`src/rtl/fdf_pkg.sv`:
```
`default_nettype none

package fdf_pkg;

    localparam logic [7:0] START_BYTE     = 8'hF0;
    localparam logic [7:0] TYPE_HEARTBEAT = 8'h02;
    localparam logic [7:0] TYPE_SWITCH    = 8'h03;
    localparam logic [7:0] SUB_KEY        = 8'h81;
    localparam logic [7:0] SUB_PEDAL      = 8'h82;
    localparam logic [7:0] SUB_HB_ONE     = 8'h90;
    localparam logic [7:0] SUB_HB_TWO     = 8'h30;
    localparam logic [7:0] VAL_RELEASED   = 8'h00;
    localparam logic [7:0] VAL_PRESSED    = 8'h01;

    localparam logic [1:0] KIND_HEARTBEAT = 2'd0;
    localparam logic [1:0] KIND_CTRL      = 2'd1;
    localparam logic [1:0] KIND_PRESSED   = 2'd2;
    localparam logic [1:0] KIND_RELEASED  = 2'd3;

    typedef struct packed {
        logic       valid;
        logic [1:0] kind;
        logic [7:0] id;
        logic [7:0] value;
    } t_event;

endpackage

`default_nettype wire

```
`src/rtl/footswitch_packet_deframer_unit.sv`:
```
`default_nettype none

// Packet deframer for a foot-controller serial link. Each input item is one
// received byte; a complete heartbeat, control change, key press or key
// release packet produces one event item, other bytes produce none. One byte
// is accepted every cycle while o_stall is low; the framing state is updated
// in the same cycle the byte is taken, and the event is registered into the
// output register, or into the skid register behind it while the output is
// stalled. That skid register lets input continue for one event while the
// output is stalled; o_stall rises only when the skid register is also occupied.

module footswitch_packet_deframer_unit
    import fdf_pkg::*;
(
    input  wire logic       i_clk,
    input  wire logic       i_rst_n,
    input  wire logic       i_valid,
    output logic            o_stall,
    input  wire logic [7:0] i_rx_byte,
    output logic            o_valid,
    input  wire logic       i_stall,
    output logic [1:0]      o_event_kind,
    output logic [7:0]      o_event_id,
    output logic [7:0]      o_event_value
);

    logic   accept;
    logic   out_free;
    t_event core_event;
    logic   r_out_valid;
    t_event r_out;
    logic   r_skid_valid;
    t_event r_skid;

    assign accept   = i_valid && !r_skid_valid;
    assign out_free = !r_out_valid || !i_stall;

    fdf_core u_core (
        .i_clk     (i_clk),
        .i_rst_n   (i_rst_n),
        .i_accept  (accept),
        .i_rx_byte (i_rx_byte),
        .o_event   (core_event)
    );

    always_ff @(posedge i_clk) begin
        if (!i_rst_n) begin
            r_out_valid  <= 1'b0;
            r_skid_valid <= 1'b0;
        end else if (out_free) begin
            // While the skid register is full no byte is accepted, so it
            // drains before any new event can arrive.
            if (r_skid_valid) begin
                r_out_valid  <= 1'b1;
                r_skid_valid <= 1'b0;
            end else begin
                r_out_valid <= core_event.valid;
            end
        end else if (core_event.valid) begin
            r_skid_valid <= 1'b1;
        end
        if (out_free) begin
            r_out <= r_skid_valid ? r_skid : core_event;
        end else if (core_event.valid) begin
            r_skid <= core_event;
        end
    end

    assign o_stall       = r_skid_valid;
    assign o_valid       = r_out_valid;
    assign o_event_kind  = r_out.kind;
    assign o_event_id    = r_out.id;
    assign o_event_value = r_out.value;

endmodule

`default_nettype wire

```
`src/rtl/fdf_core.sv`:
```
`default_nettype none

module fdf_core
    import fdf_pkg::*;
(
    input  wire logic       i_clk,
    input  wire logic       i_rst_n,
    input  wire logic       i_accept,
    input  wire logic [7:0] i_rx_byte,
    output t_event          o_event
);

    typedef enum logic [2:0] {
        S_WAIT,
        S_TYPE,
        S_SUB,
        S_ID,
        S_LAST
    } t_state;

    t_state     r_state;
    t_state     n_state;
    logic       r_long;
    logic       n_long;
    logic [7:0] r_subtype;
    logic [7:0] n_subtype;
    logic [7:0] r_id;
    logic [7:0] n_id;
    logic       sub_ok;

    assign sub_ok = (i_rx_byte == SUB_KEY) || (i_rx_byte == SUB_PEDAL) ||
                    (i_rx_byte == SUB_HB_ONE) || (i_rx_byte == SUB_HB_TWO);

    always_comb begin
        n_state   = r_state;
        n_long    = r_long;
        n_subtype = r_subtype;
        n_id      = r_id;
        o_event   = '0;
        unique case (r_state)
            S_WAIT: begin
                if (i_rx_byte == START_BYTE) begin
                    n_state = S_TYPE;
                end
            end
            S_TYPE: begin
                // A bad type byte drops the packet and is not taken as a new start.
                if (i_rx_byte == TYPE_HEARTBEAT) begin
                    n_long  = 1'b0;
                    n_state = S_SUB;
                end else if (i_rx_byte == TYPE_SWITCH) begin
                    n_long  = 1'b1;
                    n_state = S_SUB;
                end else begin
                    n_state = S_WAIT;
                end
            end
            S_SUB: begin
                if (sub_ok) begin
                    n_subtype = i_rx_byte;
                    n_state   = S_ID;
                end else begin
                    n_state = S_WAIT;
                end
            end
            S_ID: begin
                n_id = i_rx_byte;
                if (r_long) begin
                    n_state = S_LAST;
                end else begin
                    n_state = S_WAIT;
                    if (r_subtype == SUB_HB_TWO) begin
                        o_event.valid = 1'b1;
                        o_event.kind  = KIND_HEARTBEAT;
                    end
                end
            end
            S_LAST: begin
                n_state    = S_WAIT;
                o_event.id = r_id;
                if (r_subtype == SUB_PEDAL) begin
                    o_event.valid = 1'b1;
                    o_event.kind  = KIND_CTRL;
                    o_event.value = i_rx_byte;
                end else if (r_subtype == SUB_KEY && i_rx_byte == VAL_RELEASED) begin
                    o_event.valid = 1'b1;
                    o_event.kind  = KIND_RELEASED;
                end else if (r_subtype == SUB_KEY && i_rx_byte == VAL_PRESSED) begin
                    o_event.valid = 1'b1;
                    o_event.kind  = KIND_PRESSED;
                end
            end
            default: begin
                n_state = S_WAIT;
            end
        endcase
        if (!i_accept) begin
            o_event.valid = 1'b0;
        end
    end

    always_ff @(posedge i_clk) begin
        if (!i_rst_n) begin
            r_state <= S_WAIT;
            r_long  <= 1'b0;
        end else if (i_accept) begin
            r_state <= n_state;
            r_long  <= n_long;
        end
        if (i_accept) begin
            r_subtype <= n_subtype;
            r_id      <= n_id;
        end
    end

endmodule

`default_nettype wire
```
`config.mk`:
```
export PLATFORM = sky130hd
export DESIGN_NAME = footswitch_packet_deframer_unit
export DESIGN_NICKNAME = d
export VERILOG_FILES = /design/src/rtl/fdf_pkg.sv /design/src/rtl/footswitch_packet_deframer_unit.sv /design/src/rtl/fdf_core.sv
export SDC_FILE = /design/constraint.sdc
export NUM_CORES = 1
export LEC_CHECK = 0
export BUFFER_PORTS_ARGS = -buffer_cell sky130_fd_sc_hd__clkbuf_2
export CAP_MARGIN = 0
export CELL_PAD_IN_SITES_DETAIL_PLACEMENT = 0
export CELL_PAD_IN_SITES_GLOBAL_PLACEMENT = 1
export CORE_MARGIN = 2
export CORE_UTILIZATION = 25
export DETAILED_ROUTE_END_ITERATION = 7
export PLACE_DENSITY_LB_ADDON = 0.1
export SYNTH_ARGS = -nofsm -noshare
export SYNTH_HDL_FRONTEND = slang
export SYNTH_HIERARCHICAL = 1
export SYNTH_SLANG_ARGS = --single-unit
```
`constraint.sdc`:
```
create_clock -name i_clk -period 2.5 [get_ports i_clk]
set_input_delay 0.25 -clock i_clk [delete_from_list [all_inputs] [get_ports i_clk]]
set_output_delay 0.25 -clock i_clk [all_outputs]
set_load 0.02 [all_outputs]
```
==> results.toml <==
[run_status]
status = "completed"

[sta]
fin_crit_sh_pct = 86.1
tightest_slew_ns = 0.880
final.min_clock_period_ns = 2.15
finClkSkew_ns = 0.00802
max_freq_mhz = 465
rsz0062_at_grt = "false"
fin_tns_setup_ns = 0
drv_slew = 0
slew-limit-headroom_pct = 41.2
finalHoldViolations = 0
final-setup-viol-count = 0

[placement]
place_area_um2 = 2810
port_buffers = 31
dp_cells = 311
gp_congestion = 0.817
dpl.hpwl_um = 3390

[cts]
cts_resized = 0
clockBufferDepth = 2
htreeDepth = 3
holdBufCountCts = 0
clock_latency_ns = 0.33
post_cts_buffers = 0
cts.sinks = 58
tritoncts = "built"
cts_root_buffer = "clkbuf_8"
cts_made_buffers = 9
path_clk_slew_ns = 0.07

[yosys]
syn_area_um2 = 2470
ys_ff_latch = 58
avgSynthCellArea_um2 = 16.9
ys_warn_count = 6
synth_edf_count = 52
synth_cell_types = 41
synthArstFlopShare_pct = 0
ys.flop_type = "edfxtp_1"
syn_nets = 158
syn_inst = 146
synth_seq_area_share_pct = 68.0

[floorplan]
rows = 36
die_width_um = 103
initial_core_util_pct = 25.5
die-area_um2 = 10700
die_y_um = 103
pin_count = 32
core_um2 = 9680

[final_layout]
stdcell_area_um2 = 3070
drive_above_1_share_pct = 39.2
fin_nets = 201
antenna_cells = 0
final_cells = 327
area_growth_pct = 24.0
fillers = 974

[routing]
drtAntennaViolNets = 0
drtIter0Drc = 59
drt_first_pass_iters = 4
vias = 1345
post_drt_wl_per_cell_um = 15.3
wirelength_um = 5000
drc = 0
vias_per_cell = 4.11

[grt]
antenna_found_initial = 0
grt_pass1_vias = 1411
grt_use_total_pct = 10.5
grt_max_degree = 21
grt_pass1_wl_um = 7850
grt_overflow = 0

[critical_path]
startpoint_type = "flip-flop"
critPathRequiredTime_ns = 2.53
path_max_fanout = 18
critPathKind = "flip-flop to flip-flop"
arrival_ns = 2.18
end_kind = "flip-flop"

[power_and_ir_drop]
internal_power_mw = 1.83
p_sw_share_pct = 18.1
p_clk_share_pct = 50.4
switchingPower_mw = 0.403
pwr-share-comb_pct = 2.4
peakVddDrop_v = 0.000283
leakage_nw = 1.20
seqPwrFrac_pct = 47.2
power.density_nw_per_um2 = 727

[worst_hold_path]
hp-class = "input port to flip-flop"

[run]
maxCapViolations = 0
[metal layers]
| layer | up-vias | global-route usage [%] | part of all wire, % |
|---|---|---|---|
| met1 | 658 | 12.3 | 44 |
| met4 | 0 | 4.25 | 1.2 |
| met3 | 6 | 4.10 | 4.9 |
| met2 | 31 | 17.2 | 50 |
| met5 | - | 0 | 0 |
| li1 | 650 | - | - |
[path summary, 6_finish.rpt]
check                                         start                   to  slack (ns)  depth (start not counted)
worst max-delay path            u_core/r_subtype[5]            r_skid[9]        0.35                          6
worst min-delay path                   i_rx_byte[2]  u_core/r_subtype[2]        0.20                          1
worst min register to register        u_core/r_long    u_core/r_state[2]        0.53                          2
worst max register to register  u_core/r_subtype[5]            r_skid[9]        0.35                          6
[metrics by stage]
| step | setup slack (ns) | hold slack [ns] | utilization, % | power [mW] |
|---|---|---|---|---|
| after floorplan | 0.267 | 0.349 | - | 1.10 |
| after global placement | 0.338 | 0.516 | 29.0 | 1.13 |
| after detailed placement | 0.325 | 0.508 | 29.0 | 1.13 |
| after CTS | 0.326 | 0.173 | 31.7 | 2.26 |
| after global routing | 0.126 | 0.195 | 31.7 | 2.31 |
| final | 0.348 | 0.204 | 31.7 | 2.23 |
[layout by cell type, fill, tap and decap left out, types with 2 or more instances in the layout]
cell	synthesis	routed
edfxtp_1	52	52
and4_1	2	2
buf_4	0	3
clkbuf_2	0	31
nand2_1	5	5
nand3_1	2	2
nand2b_1	2	2
mux2_4	18	18
and4bb_2	2	2
bufinv_16	0	4
nor3_1	5	5
nor2_1	2	2
and2_1	17	17
clkbuf_8	0	9
nor2b_1	3	3
dfxtp_1	6	6
[worst max-delay path, cell delays in order, from the launching register on]
cell and delay [ns]:
edfxtp_1 0.39, nor4b_1 0.39, nand4_1 0.13, and4bb_2 0.36
o21a_1 0.20, and3_1 0.21, buf_12 0.17
[power by group through the flow]
stage	clock (mW)	combinational (mW)	sequential (mW)
after floorplan	0	0.0239	1.07
after CTS	1.16	0.0542	1.05
final	1.12	0.0526	1.05
after global placement	0	0.0529	1.07
after detailed placement	0	0.0541	1.07
after global routing	1.19	0.0584	1.05
[state kept, by name (all words and copies together), names as in the netlist]
signal and flops:
o_event_id 8, o_event_kind 2, o_event_value 8, o_stall 1, o_valid 1, r_skid 18
u_core/r_id 8, u_core/r_long 1, u_core/r_state 3, u_core/r_subtype 8
[cell type report]
| class | instances | area (um2) | area share, % |
|---|---|---|---|
| Sequential cell | 58 | 1680 | 54.9 |
| Multi-Input combinational cell | 84 | 759 | 24.8 |
| Timing Repair Buffer | 35 | 198 | 6.45 |
| Tap cell | 133 | 166 | 5.43 |
| Clock inverter | 6 | 129 | 4.20 |
| Clock buffer | 10 | 128 | 4.16 |
| Inverter | 1 | 3.75 | 0.122 |
[Yosys cell counts (all sizes together) (2+ instances only)]
cell type  instances  area share, %
and2              18            4.6
nand2              5           0.76
o221a              2           0.91
nand3              2           0.40
nor3b              3            1.6
and4               2           0.71
dfxtp              6            4.9
nand2b             2           0.51
and4bb             2            1.0
nor2               3           0.76
nor3               5            1.0
nor2b              3           0.76
buf                3            1.1
a21boi             2           0.61
edfxtp            52             63
mux2              18             11
[cell families after synthesis]
logic type	after synthesis	share of synthesized area, %
multiplexers	18	10.9
AND/OR/NAND/NOR	53	14.4
buffers and inverters	4	1.26
flip-flops	58	68.0
AO/OA/AOI/OAI	12	5.01
XOR/XNOR	1	0.354
Note: power is estimated with default switching activity, not from simulation.
